--- config.mk ---
export PLATFORM = sky130hd
export DESIGN_NAME = bmbe_clear
export DESIGN_NICKNAME = d
export VERILOG_FILES = /design/src/design/bar_memory_byte_enable_target_core_assert.svh /design/src/design/bmbe_pkg.sv /design/src/design/bmbe_clear.sv
export SDC_FILE = /design/constraint.sdc
export NUM_CORES = 1
export LEC_CHECK = 0
export BUFFER_PORTS_ARGS = -buffer_cell sky130_fd_sc_hd__buf_2
export CELL_PAD_IN_SITES_DETAIL_PLACEMENT = 1
export CELL_PAD_IN_SITES_GLOBAL_PLACEMENT = 1
export CORE_MARGIN = 10
export CORE_UTILIZATION = 42
export DETAILED_ROUTE_END_ITERATION = 16
export HOLD_SLACK_MARGIN = 0.08
export PLACE_DENSITY = 0.84
export SYNTH_ARGS = -nofsm -noshare
export SYNTH_HDL_FRONTEND = slang
export SYNTH_SLANG_ARGS = --single-unit
--- constraint.sdc ---
create_clock -name clk -period 4.4 [get_ports clk]
set_clock_uncertainty 0.05 [all_clocks]
set_input_delay 0.88 -clock clk [delete_from_list [all_inputs] [get_ports clk]]
set_output_delay 0.88 -clock clk [all_outputs]
set_load 0.03 [all_outputs]
--- src/design/bar_memory_byte_enable_target_core_assert.svh ---
// Assertion helpers shared by the target core
`ifndef BAR_MEMORY_BYTE_ENABLE_TARGET_CORE_ASSERT_SVH
`define BAR_MEMORY_BYTE_ENABLE_TARGET_CORE_ASSERT_SVH

// same-cycle implication
`define BMBE_ASSERT_IMP(label, clk, rst_n, ante, cons, msg) \
    label: assert property (@(posedge clk) disable iff (!rst_n) (ante) |-> (cons)) \
        else $error(msg);

// next-cycle implication
`define BMBE_ASSERT_NEXT(label, clk, rst_n, ante, cons, msg) \
    label: assert property (@(posedge clk) disable iff (!rst_n) (ante) |=> (cons)) \
        else $error(msg);

`endif

--- src/design/bmbe_pkg.sv ---
package bmbe_pkg;

    localparam int REGION_DWORDS_DEF = 1024;
    localparam int REGION_COUNT_DEF  = 6;

    localparam int REGION_IDX_W   = 3;
    localparam int REGION_EN_W    = 6;
    localparam int DWORD_ADDR_W   = 10;
    localparam int DWORD_W        = 32;
    localparam int LANES          = 4;
    localparam int LANE_W         = 8;

    localparam logic [LANES-1:0] LANES_ALL = 4'hf;

    localparam logic OP_READ  = 1'b0;
    localparam logic OP_WRITE = 1'b1;

    typedef struct packed {
        logic                    op;
        logic [REGION_IDX_W-1:0] region_index;
        logic [DWORD_ADDR_W-1:0] dword_address;
        logic [DWORD_W-1:0]      write_data;
        logic [LANES-1:0]        first_enable;
        logic [LANES-1:0]        final_enable;
        logic                    is_first_beat;
        logic                    is_last_beat;
    } req_t;

    typedef struct packed {
        logic [DWORD_W-1:0] read_data;
        logic               reply_last;
    } rsp_t;

    typedef struct packed {
        logic                    rd;
        logic                    wr;
        logic [LANES-1:0]        lane_we;
        logic [REGION_IDX_W-1:0] region;
        logic                    last;
    } beat_ctl_t;

endpackage

--- src/design/bmbe_clear.sv ---
module bmbe_clear #(
    parameter int DEPTH = bmbe_pkg::REGION_DWORDS_DEF
) (
    input  logic                                           clk,
    input  logic                                           rst_n,
    output logic                                           clearing,
    output logic [((DEPTH > 1) ? $clog2(DEPTH) : 1)-1:0]   clr_addr
);

    localparam int AW = (DEPTH > 1) ? $clog2(DEPTH) : 1;

    logic          clearing_reg;
    logic          clearing_next;
    logic [AW-1:0] addr_reg;
    logic [AW-1:0] addr_next;

    always_comb
    begin
        clearing_next = clearing_reg;
        addr_next     = addr_reg;
        if (clearing_reg)
        begin
            if (addr_reg == AW'(DEPTH - 1))
            begin
                clearing_next = 1'b0;
            end
            else
            begin
                addr_next = addr_reg + AW'(1);
            end
        end
    end

    always_ff @(posedge clk or negedge rst_n)
    begin
        if (!rst_n)
        begin
            clearing_reg <= 1'b1;
            addr_reg     <= '0;
        end
        else
        begin
            clearing_reg <= clearing_next;
            addr_reg     <= addr_next;
        end
    end

    assign clearing = clearing_reg;
    assign clr_addr = addr_reg;

endmodule

==> reports/summary.txt <==
CTS Buf Count - 3
post-CTS sizing - 0
H-tree depth - 1
LEAKAGE - 0.3245 nW
outcome - complete, no violations
DRC Markers - 0
post-CTS setup buffer count - 0
register bit total from synthesis - 11
syn nets - 50
most frequent cells in the layout - buf_2 (12), dfrtp_1 (10), nand2_1 (5)
Final Power - 174.4 uW
first-pass GRT wire length - 2097 um
RSZ-0062 raised after global routing - no
Ys Warns - 0
CP Capture Type - output port
Finished Cell Area - 668.1 um^2
Starting Density - 0.4382
area occupied by multi-input gates - 282.8 um^2
register area share after synthesis - 0.4911
Post-CTS Hold Buffers - 0
Final period util - 0.4573
# diodes - 0
Worst Hold Class - input port to async pin
Peak VDD IR - 0.0002010 V
Placer Congestion - 0.7162
Area Overhead vs Synth - 18.67%
Mapped Area - 563.0 um^2
max_slew headroom - 0.7871
most common cell after layout, fill and taps aside - buf_2
max FFs per register - 10
vias in the first global route - 444
Synth area leaders - dfrtp_1 (44%), mux2_2 (8.0%), dfstp_2 (4.7%)
Critical-path top delay cell - dfstp_2
Avg WL per Cell - 15.67 um
CP Data Arrival Time - 1.08 ns
Worst Setup Start Kind - register
Clock Latency Late Sink - 0.27 ns
die height - 56.62 um
Power Density - 261.0 nW/um^2
GRT overflow - 0
Synth cell types - 27
antenna viol nets, final - 0
R2R Setup Slk - 2.70 ns
critical path type - register to output port
Vias - 446
via/cell ratio - 5.718
IO Count - 13
critical-path cell list - buf_2
CTS sink count - 11
All-Layer GR Usage - 0.08115
FILL cells - 158
core region area - 1285 um^2
area leader, netlist - dfrtp_1
largest net degree at the start of global routing - 12
slew of the pin with the lowest slew margin - 0.3154 ns
Final setup viols - 0
clk root buf - clkbuf_4
Initial DRC Count - 4
Final min period - 2.012 ns
Final Hold Fails - 0
die area - 3205 um^2
Syn Inst Count - 47
layout cell share with drive strength beyond 1 - 0.4286
CP max stage delay - 0.60 ns
initial antenna violation count - 0
Buf+Inv Stages, Crit Path - 1
FF+latch area - 276.5 um^2
max cap viols - 0
TritonRoute pass-1 iters - 3
largest delay contributor family on the critical path - flip-flops
clock slew at reported path FFs - 0.08 ns
CTS tree - yes
# rows - 13
drt total wl - 1222 um
max-slew violations - 0
setup TNS - 0 ns
Worst Path Max Fanout - 6
Max clock buf depth - 2
maximum clock rate - 497.0 MHz
area share of the largest cell type after synthesis - 0.4444
Final nets - 67
mean post-synth cell area - 11.98 um^2
CP required - 3.47 ns
Die X-Extent - 56.62 um
DP Area - 641.9 um^2
number of I/O port buffers - 12
-- through the flow --
stage | utilization | worst slack [ns] | cells | hold WS, ns
floorplan | - | 2.648 | 47 | 0.5190
global placement | 0.4995 | 2.688 | 74 | 0.4604
detailed placement | 0.4995 | 2.674 | 74 | 0.4717
CTS | 0.5200 | 2.375 | 78 | 0.4258
global route | 0.5200 | 2.359 | 78 | 0.4282
finish | 0.5200 | 2.388 | 78 | 0.4111
-- worst paths after layout --
check                                          end  cells after the start               startpoint
min reg2reg                     clearing$_DFF_PN1_                      2       clearing$_DFF_PN1_
min in group clk                clearing$_DFF_PN1_                      2       clearing$_DFF_PN1_
max                                       clearing                      1       clearing$_DFF_PN1_
min                        clr_addr[3]$_DFFE_PN0P_                      1                    rst_n
max reg2reg                clr_addr[1]$_DFFE_PN0P_                      4  clr_addr[0]$_DFFE_PN0P_
max in group asynchronous       clearing$_DFF_PN1_                      1                    rst_n
-- where the power goes --
group	switching (mW)	internal, mW	total (mW)
Clock	0.0360	0.0351	0.0711
Combinational	0.00189	0.000327	0.00222
Sequential	0	0.101	0.101
-- layer usage --
metal / track usage / vias to the layer above / wire length, um
li1: - / 210 / -
met1: 0.09264 / 221 / 529
met2: 0.1238 / 11 / 580
met3: 0.02247 / 4 / 72
met4: 0.06186 / 0 / 39
met5: 0 / - / 0
-- cell usage after synthesis --
cell,instances
dfrtp_1,10
nand2_1,5
mux2_2,4
a21oi_1,2
nand3_1,2
nor2_1,2
xnor2_1,2
a31oi_1,1
and4_2,1
and4_4,1
dfstp_2,1
ha_1,1
inv_1,1
mux2_4,1
nand2b_1,1
nand3_2,1
nand4_1,1
nand4_2,1
nor3_1,1
nor3b_1,1
o2111a_1,1
o211ai_1,1
o21a_1,1
o21ai_0,1
o21ba_2,1
o311ai_0,1
o31ai_4,1
-- logic make-up (layout without fill, tap and decap cells) --
family                     after synthesis  count (layout)  share of synthesized area
adders and majority gates                1               1                    0.02222
and+or+nand+nor                         17              17                     0.1867
muxes                                    5               5                     0.1067
xor gates and xnor gates                 2               2                    0.03112
DFF                                     11              11                     0.4911
AOI/OAI and AO/OA                       10              10                     0.1556
buffers and inverters                    1              17                   0.006660
-- cell type report --
cell class,count,share of cell area
inverter,1,0.005618
tap,15,0.02809
clock buffer,4,0.03933
multi-input combinational,35,0.4232
timing repair buffer,12,0.08989
sequential,11,0.4139
No activity file was read; power rests on OpenSTA's default activity.
