===== src/design/bar_memory_byte_enable_target_core_assert.svh =====
// Assertion helpers shared by the target core
`ifndef BAR_MEMORY_BYTE_ENABLE_TARGET_CORE_ASSERT_SVH
`define BAR_MEMORY_BYTE_ENABLE_TARGET_CORE_ASSERT_SVH

// same-cycle implication
`define BMBE_ASSERT_IMP(label, clk, rst_n, ante, cons, msg) \
    label: assert property (@(posedge clk) disable iff (!rst_n) (ante) |-> (cons)) \
        else $error(msg);

// next-cycle implication
`define BMBE_ASSERT_NEXT(label, clk, rst_n, ante, cons, msg) \
    label: assert property (@(posedge clk) disable iff (!rst_n) (ante) |=> (cons)) \
        else $error(msg);

`endif


===== src/design/bmbe_pkg.sv =====
package bmbe_pkg;

    localparam int REGION_DWORDS_DEF = 1024;
    localparam int REGION_COUNT_DEF  = 6;

    localparam int REGION_IDX_W   = 3;
    localparam int REGION_EN_W    = 6;
    localparam int DWORD_ADDR_W   = 10;
    localparam int DWORD_W        = 32;
    localparam int LANES          = 4;
    localparam int LANE_W         = 8;

    localparam logic [LANES-1:0] LANES_ALL = 4'hf;

    localparam logic OP_READ  = 1'b0;
    localparam logic OP_WRITE = 1'b1;

    typedef struct packed {
        logic                    op;
        logic [REGION_IDX_W-1:0] region_index;
        logic [DWORD_ADDR_W-1:0] dword_address;
        logic [DWORD_W-1:0]      write_data;
        logic [LANES-1:0]        first_enable;
        logic [LANES-1:0]        final_enable;
        logic                    is_first_beat;
        logic                    is_last_beat;
    } req_t;

    typedef struct packed {
        logic [DWORD_W-1:0] read_data;
        logic               reply_last;
    } rsp_t;

    typedef struct packed {
        logic                    rd;
        logic                    wr;
        logic [LANES-1:0]        lane_we;
        logic [REGION_IDX_W-1:0] region;
        logic                    last;
    } beat_ctl_t;

endpackage


===== src/design/bmbe_decode.sv =====
module bmbe_decode #(
    parameter int REGION_DWORDS = bmbe_pkg::REGION_DWORDS_DEF,
    parameter int REGION_COUNT  = bmbe_pkg::REGION_COUNT_DEF
) (
    input  bmbe_pkg::req_t                      beat,
    input  logic [bmbe_pkg::REGION_EN_W-1:0]    region_enable,
    output bmbe_pkg::beat_ctl_t                 ctl
);
    import bmbe_pkg::*;

    localparam int ENABLE_SPAN = 1 << REGION_IDX_W;
    localparam int DW_BITS     = $clog2(REGION_DWORDS + 1);
    localparam int CMP_W       = (DW_BITS > DWORD_ADDR_W) ? DW_BITS : DWORD_ADDR_W;

    logic [ENABLE_SPAN-1:0] enable_word;
    logic                   in_region;
    logic                   in_range;
    logic                   hit;
    logic [LANES-1:0]       lanes;

    assign enable_word = ENABLE_SPAN'(region_enable);
    assign in_region   = beat.region_index < REGION_IDX_W'(REGION_COUNT);
    assign in_range    = CMP_W'(beat.dword_address) < CMP_W'(REGION_DWORDS);
    assign hit         = in_region & enable_word[beat.region_index] & in_range;

    // single-beat requests take the first enables only
    always_comb
    begin
        priority if (beat.is_first_beat)
        begin
            lanes = beat.first_enable;
        end
        else if (beat.is_last_beat)
        begin
            lanes = beat.final_enable;
        end
        else
        begin
            lanes = LANES_ALL;
        end
    end

    always_comb
    begin
        ctl.rd      = hit & (beat.op == OP_READ);
        ctl.wr      = hit & (beat.op == OP_WRITE);
        ctl.lane_we = ctl.wr ? lanes : '0;
        ctl.region  = beat.region_index;
        ctl.last    = beat.is_last_beat;
    end

endmodule


===== config.mk =====
export PLATFORM = sky130hd
export DESIGN_NAME = bmbe_decode
export DESIGN_NICKNAME = d
export VERILOG_FILES = /design/src/design/bar_memory_byte_enable_target_core_assert.svh /design/src/design/bmbe_pkg.sv /design/src/design/bmbe_decode.sv
export SDC_FILE = /design/constraint.sdc
export NUM_CORES = 1
export LEC_CHECK = 0
export BUFFER_PORTS_ARGS = -buffer_cell sky130_fd_sc_hd__clkbuf_2
export CORE_AREA = 2 2 39 41
export DETAILED_ROUTE_END_ITERATION = 12
export DIE_AREA = 0 0 41 43
export PLACE_DENSITY = 0.75
export REMOVE_ABC_BUFFERS = 1
export SYNTH_ARGS = -nofsm -noshare
export SYNTH_HDL_FRONTEND = slang
export SYNTH_SLANG_ARGS = --single-unit

===== constraint.sdc =====
create_clock -name vclk -period 1.4
set_clock_uncertainty 0.2 [all_clocks]
set_input_delay 0.21 -clock vclk [all_inputs]
set_output_delay 0.21 -clock vclk [all_outputs]
set_load 0.02 [all_outputs]

==> results of run 1 <==
-- cells in the final DEF, fill, tap and decap left out --
cell,count
a21oi_2,2
buf_6,3
a31oi_1,1
nand3b_1,1
buf_4,5
nor2b_4,1
mux2_4,2
a221oi_2,1
nor2_2,1
nand2b_1,1
nand2_1,3
buf_8,1
o22ai_1,3
nand3_4,1
mux2_2,1
and3b_1,1
clkbuf_2,22
inv_1,2
clkbuf_8,1
a32oi_4,1
nor3b_1,1
a21oi_1,1
-- final cells by class --
| cell class | instances | area (sq um) | share of cell area [%] |
|---|---|---|---|
| Inverter | 2 | 7.51 | 1.68 |
| Multi-Input combinational cell | 22 | 210 | 46.9 |
| Tap cell | 16 | 20.0 | 4.47 |
| Timing Repair Buffer | 32 | 210 | 46.9 |
-- routing by layer --
layer / GRT usage, % / vias up / routed length [um]
li1: - / 159 / -
met1: 9.18 / 137 / 273
met2: 15.0 / 29 / 330
met3: 0 / 0 / 104
met4: 0 / 0 / 0
met5: 0 / - / 0
-- metrics by stage --
step	setup TNS, ns	std cells	setup slack (ns)	power, mW
global placement	-1.27	72	-0.232	0.124
finish	-0.866	72	-0.202	0.151
detailed placement	-1.32	72	-0.245	0.126
global route	-1.09	72	-0.247	0.163
floorplan	-0.0325	24	-0.0325	0.0583
CTS	-0.956	72	-0.201	0.143
-- worst max-delay path by stage --
stage                   to      from  cells after the start
CTS                 ctl[7]  beat[52]                      5
finish              ctl[6]  beat[52]                      5
global route        ctl[6]  beat[52]                      5
global placement    ctl[4]  beat[52]                      5
detailed placement  ctl[4]  beat[52]                      5
floorplan           ctl[5]  beat[54]                      3
-- cell usage after synthesis --
library cell	instances	area (sq um)
buf_4	4	30.0
a31oi_1	1	6.26
nor2b_1	1	6.26
and3b_1	1	8.76
inv_1	2	7.51
nor3b_1	1	7.51
nand3_2	1	10.0
nand3b_1	1	7.51
a21oi_1	3	15.0
a221oi_2	1	15.0
o22ai_1	3	18.8
mux2_2	2	22.5
mux2_4	1	15.0
nand2b_1	1	6.26
nor2_1	1	3.75
nand2_1	3	11.3
a32oi_4	1	27.5
-- kinds of logic after synthesis --
group	count (synthesis)
buf+inv	6
mux	3
simple gates	10
compound gates	9
-- worst max-delay path: cells and delay by family --
kind	cells	cell delay, ns
compound gates	2	0.40
buf+inv	2	0.27
mux	1	0.31
-- power breakdown --
| part | leakage [nW] | internal, mW | switching (mW) |
|---|---|---|---|
| combinational | 0.228 | 0.0781 | 0.0731 |
| clock | 0 | 0 | 0 |
| sequential | 0 | 0 | 0 |
-- timing repair --
| item | in CTS | in global routing |
|---|---|---|
| endpoints found under the setup margin | 6 | 6 |
| hold buffers | 0 | 0 |
| gates resized for setup | 12 | 15 |
| pin swaps | 6 | 3 |
==> run metrics, run 1 <==
Pwr Density=337 nW/um^2; worst min path class=in2out; Pleak=0.228 nW; Pre-antenna DRT Iters=3; DRT Wirelength=708 um; sequential area share after synthesis=0%; crit path kind=in2out; xor and xnor area share after synthesis=0%; failing checks=negative setup slack; area growth from synthesis to final layout=105%; Seq. cell area=0 sq um; pin count of the biggest net entering global routing=6; GRT Resource Usage Total=7.69%; final setup fails=5; grt ovf=0; DIE AREA=1760 sq um; crit path max-delay cell type=mux2_4; Max-cap violations=0; hold_sp=beat[52]; Worst Hold Depth=2; PortBufs=30; global-route wire length before repair=1040 um; peak supply drop=96.5 uV; mux cell area share after synthesis=17.1%; worst-case hold slack=0.458 ns; final hold vios=0; num ports=72; Layout Nets=120; Routability Congestion=0.647; Compound-Gate Fraction of Synth Area=37.7%; Iter 0 DRT Violations=2; Synth Area in Simple Gates=28.0%; CP required=0.99 ns; postcts setup bufs=0; initial antenna violation count=0; post-synthesis cell type count=17; Finished Core Util=32.4%; largest family of logic cells by synthesized area=compound AO/OA/AOI/OAI gates; fin area=448 sq um; Core Area=1380 sq um; DR vias/cell=4.51; Detail Route Antenna Nets=0; Final HPWL DP=572 um; Fillers=152; largest fanout on the critical path=5; worst-case hold path end point=ctl[1]; # rows=14; adder-cell share of the synthesized area=0%; vias=325; DIE WIDTH=41 um; fin crit share=114%; fraction of layout cells with a size suffix above 1=75.0%; initial core utilization=15.8%; crit path cell chain=buf_8 > mux2_4 > a32oi_4 > a21oi_1 > clkbuf_2; WL per Instance=9.83 um; DRC=0; min Tclk post-route=1.60 ns; fin worst setup slack=-0.202 ns; status=finished, violations left; max_slew headroom=80.5%; placed inst area=374 sq um; Worst EP arrival=1.19 ns; RSZ-0062 raised after global routing=yes; startpoint types=input pin; FFs & Latches=0; Gate Count Post-Synth=28; max-slew violations=0; vias in the first global route=282; Post-Syn Area=219 sq um; CP max stage delay=0.31 ns; Fmax=0.624 GHz; Post-Syn Area per Cell=7.82 sq um; Synth warnings=0; slew at the pin closest to its max-slew limit=0.292 ns; clock buf count=0; ant diodes=0; Chip Height=43 um; CP Capture Type=output port
(Power assumes the default switching activity.)
==> inputs of run 2 (changes only) <==
Settings changed: RECOVER_POWER set to 50.
==> run metrics, run 2 (synthesized netlist as in run 1, its figures left out) <==
status=finished, violations left; failing checks=negative setup slack; max_slew headroom=80.5%; min Tclk post-route=1.60 ns; crit path kind=in2out; PortBufs=30; grt ovf=0; # rows=14; global-route wire length before repair=1040 um; Core Area=1380 sq um; Finished Core Util=32.3%; worst min path class=in2out; final hold vios=0; Seq. cell area=0 sq um; DRT Wirelength=709 um; fin crit share=114%; final setup fails=5; peak supply drop=96.5 uV; fraction of layout cells with a size suffix above 1=73.2%; clock buf count=0; max-slew violations=0; CP required=0.99 ns; DRC=0; WL per Instance=9.85 um; area growth from synthesis to final layout=104%; RSZ-0062 raised after global routing=yes; Worst EP arrival=1.19 ns; commonest non-fill, non-tap cell in the layout=clkbuf_2; area of the multi-input gates=210 sq um; FFs & Latches=0; most frequent cells in the layout=clkbuf_2 (21), buf_4 (5), nand2_1 (3), o22ai_1 (3), buf_6 (3); vias=325; Chip Height=43 um; startpoint types=input pin; largest fanout on the critical path=5; pre-CTS setup slack=-0.245 ns; slew at the pin closest to its max-slew limit=0.292 ns; initial core utilization=15.8%; fin worst setup slack=-0.201 ns; DIE AREA=1760 sq um; fin area=447 sq um; Iter 0 DRT Violations=2; DIE WIDTH=41 um; placed inst area=374 sq um; ant diodes=0; Pre-antenna DRT Iters=3; GRT Resource Usage Total=7.69%; Fmax=0.624 GHz; Detail Route Antenna Nets=0; Pwr Density=338 nW/um^2; Fillers=153; Routability Congestion=0.647; Layout Nets=120; # hold bufs at CTS=0; Max-cap violations=0; CP Capture Type=output port; Final HPWL DP=572 um; vias in the first global route=282; DR vias/cell=4.51; initial antenna violation count=0; num ports=72; Pleak=0.225 nW; pin count of the biggest net entering global routing=6
==> run 2: cell count changes in the layout (fill, tap and decap cells not counted) <==
cell / before / now
clkbuf_1: 0 / 1
clkbuf_2: 22 / 21
==> run 2: repair_timing <==
action                     in CTS  in global routing
setup endpoints to repair       6                  6
gates resized for setup        12                 15
buffers inserted                0                  0
pin swaps                       6                  3
==> run 2: power by group <==
part	leakage, nW	total [mW]	switching [mW]	internal (mW)
combinational	0.225	0.151	0.0731	0.0777
clock	0	0	0	0
sequential	0	0	0	0
==> run 2: final timing paths <==
path / cells past startpoint / to / slack [ns] / from
max: 5 / ctl[6] / -0.20 / beat[52]
min: 2 / ctl[1] / 0.46 / beat[52]
==> run 2: per-stage QoR <==
step | hold slack (ns) | std cells | total power, mW | setup TNS, ns
2_1_floorplan | 0.220 | 24 | 0.0583 | -0.0325
3_3_place_gp | 0.461 | 72 | 0.124 | -1.27
3_5_place_dp | 0.461 | 72 | 0.126 | -1.32
4_1_cts | 0.463 | 72 | 0.143 | -0.956
5_1_grt | 0.475 | 72 | 0.163 | -1.09
6_report | 0.458 | 72 | 0.151 | -0.866
==> run 2: cell type report <==
cell class	count	share of cell area, %
timing repair buffer	32	46.8
inverter	2	1.68
multi-input combinational	22	47.1
tap	16	4.48
==> run 2: metal layers <==
layer	track usage, %	vias to the layer above	part of all wire [%]
li1	-	159	-
met1	9.18	137	39
met2	15.0	29	47
met3	0	0	15
met4	0	0	0
met5	0	-	0
==> run 2: worst max-delay path, stage by stage <==
cell and delay (ns):
buf_8 0.10, mux2_4 0.31, a32oi_4 0.27, a21oi_1 0.13, clkbuf_2 0.17
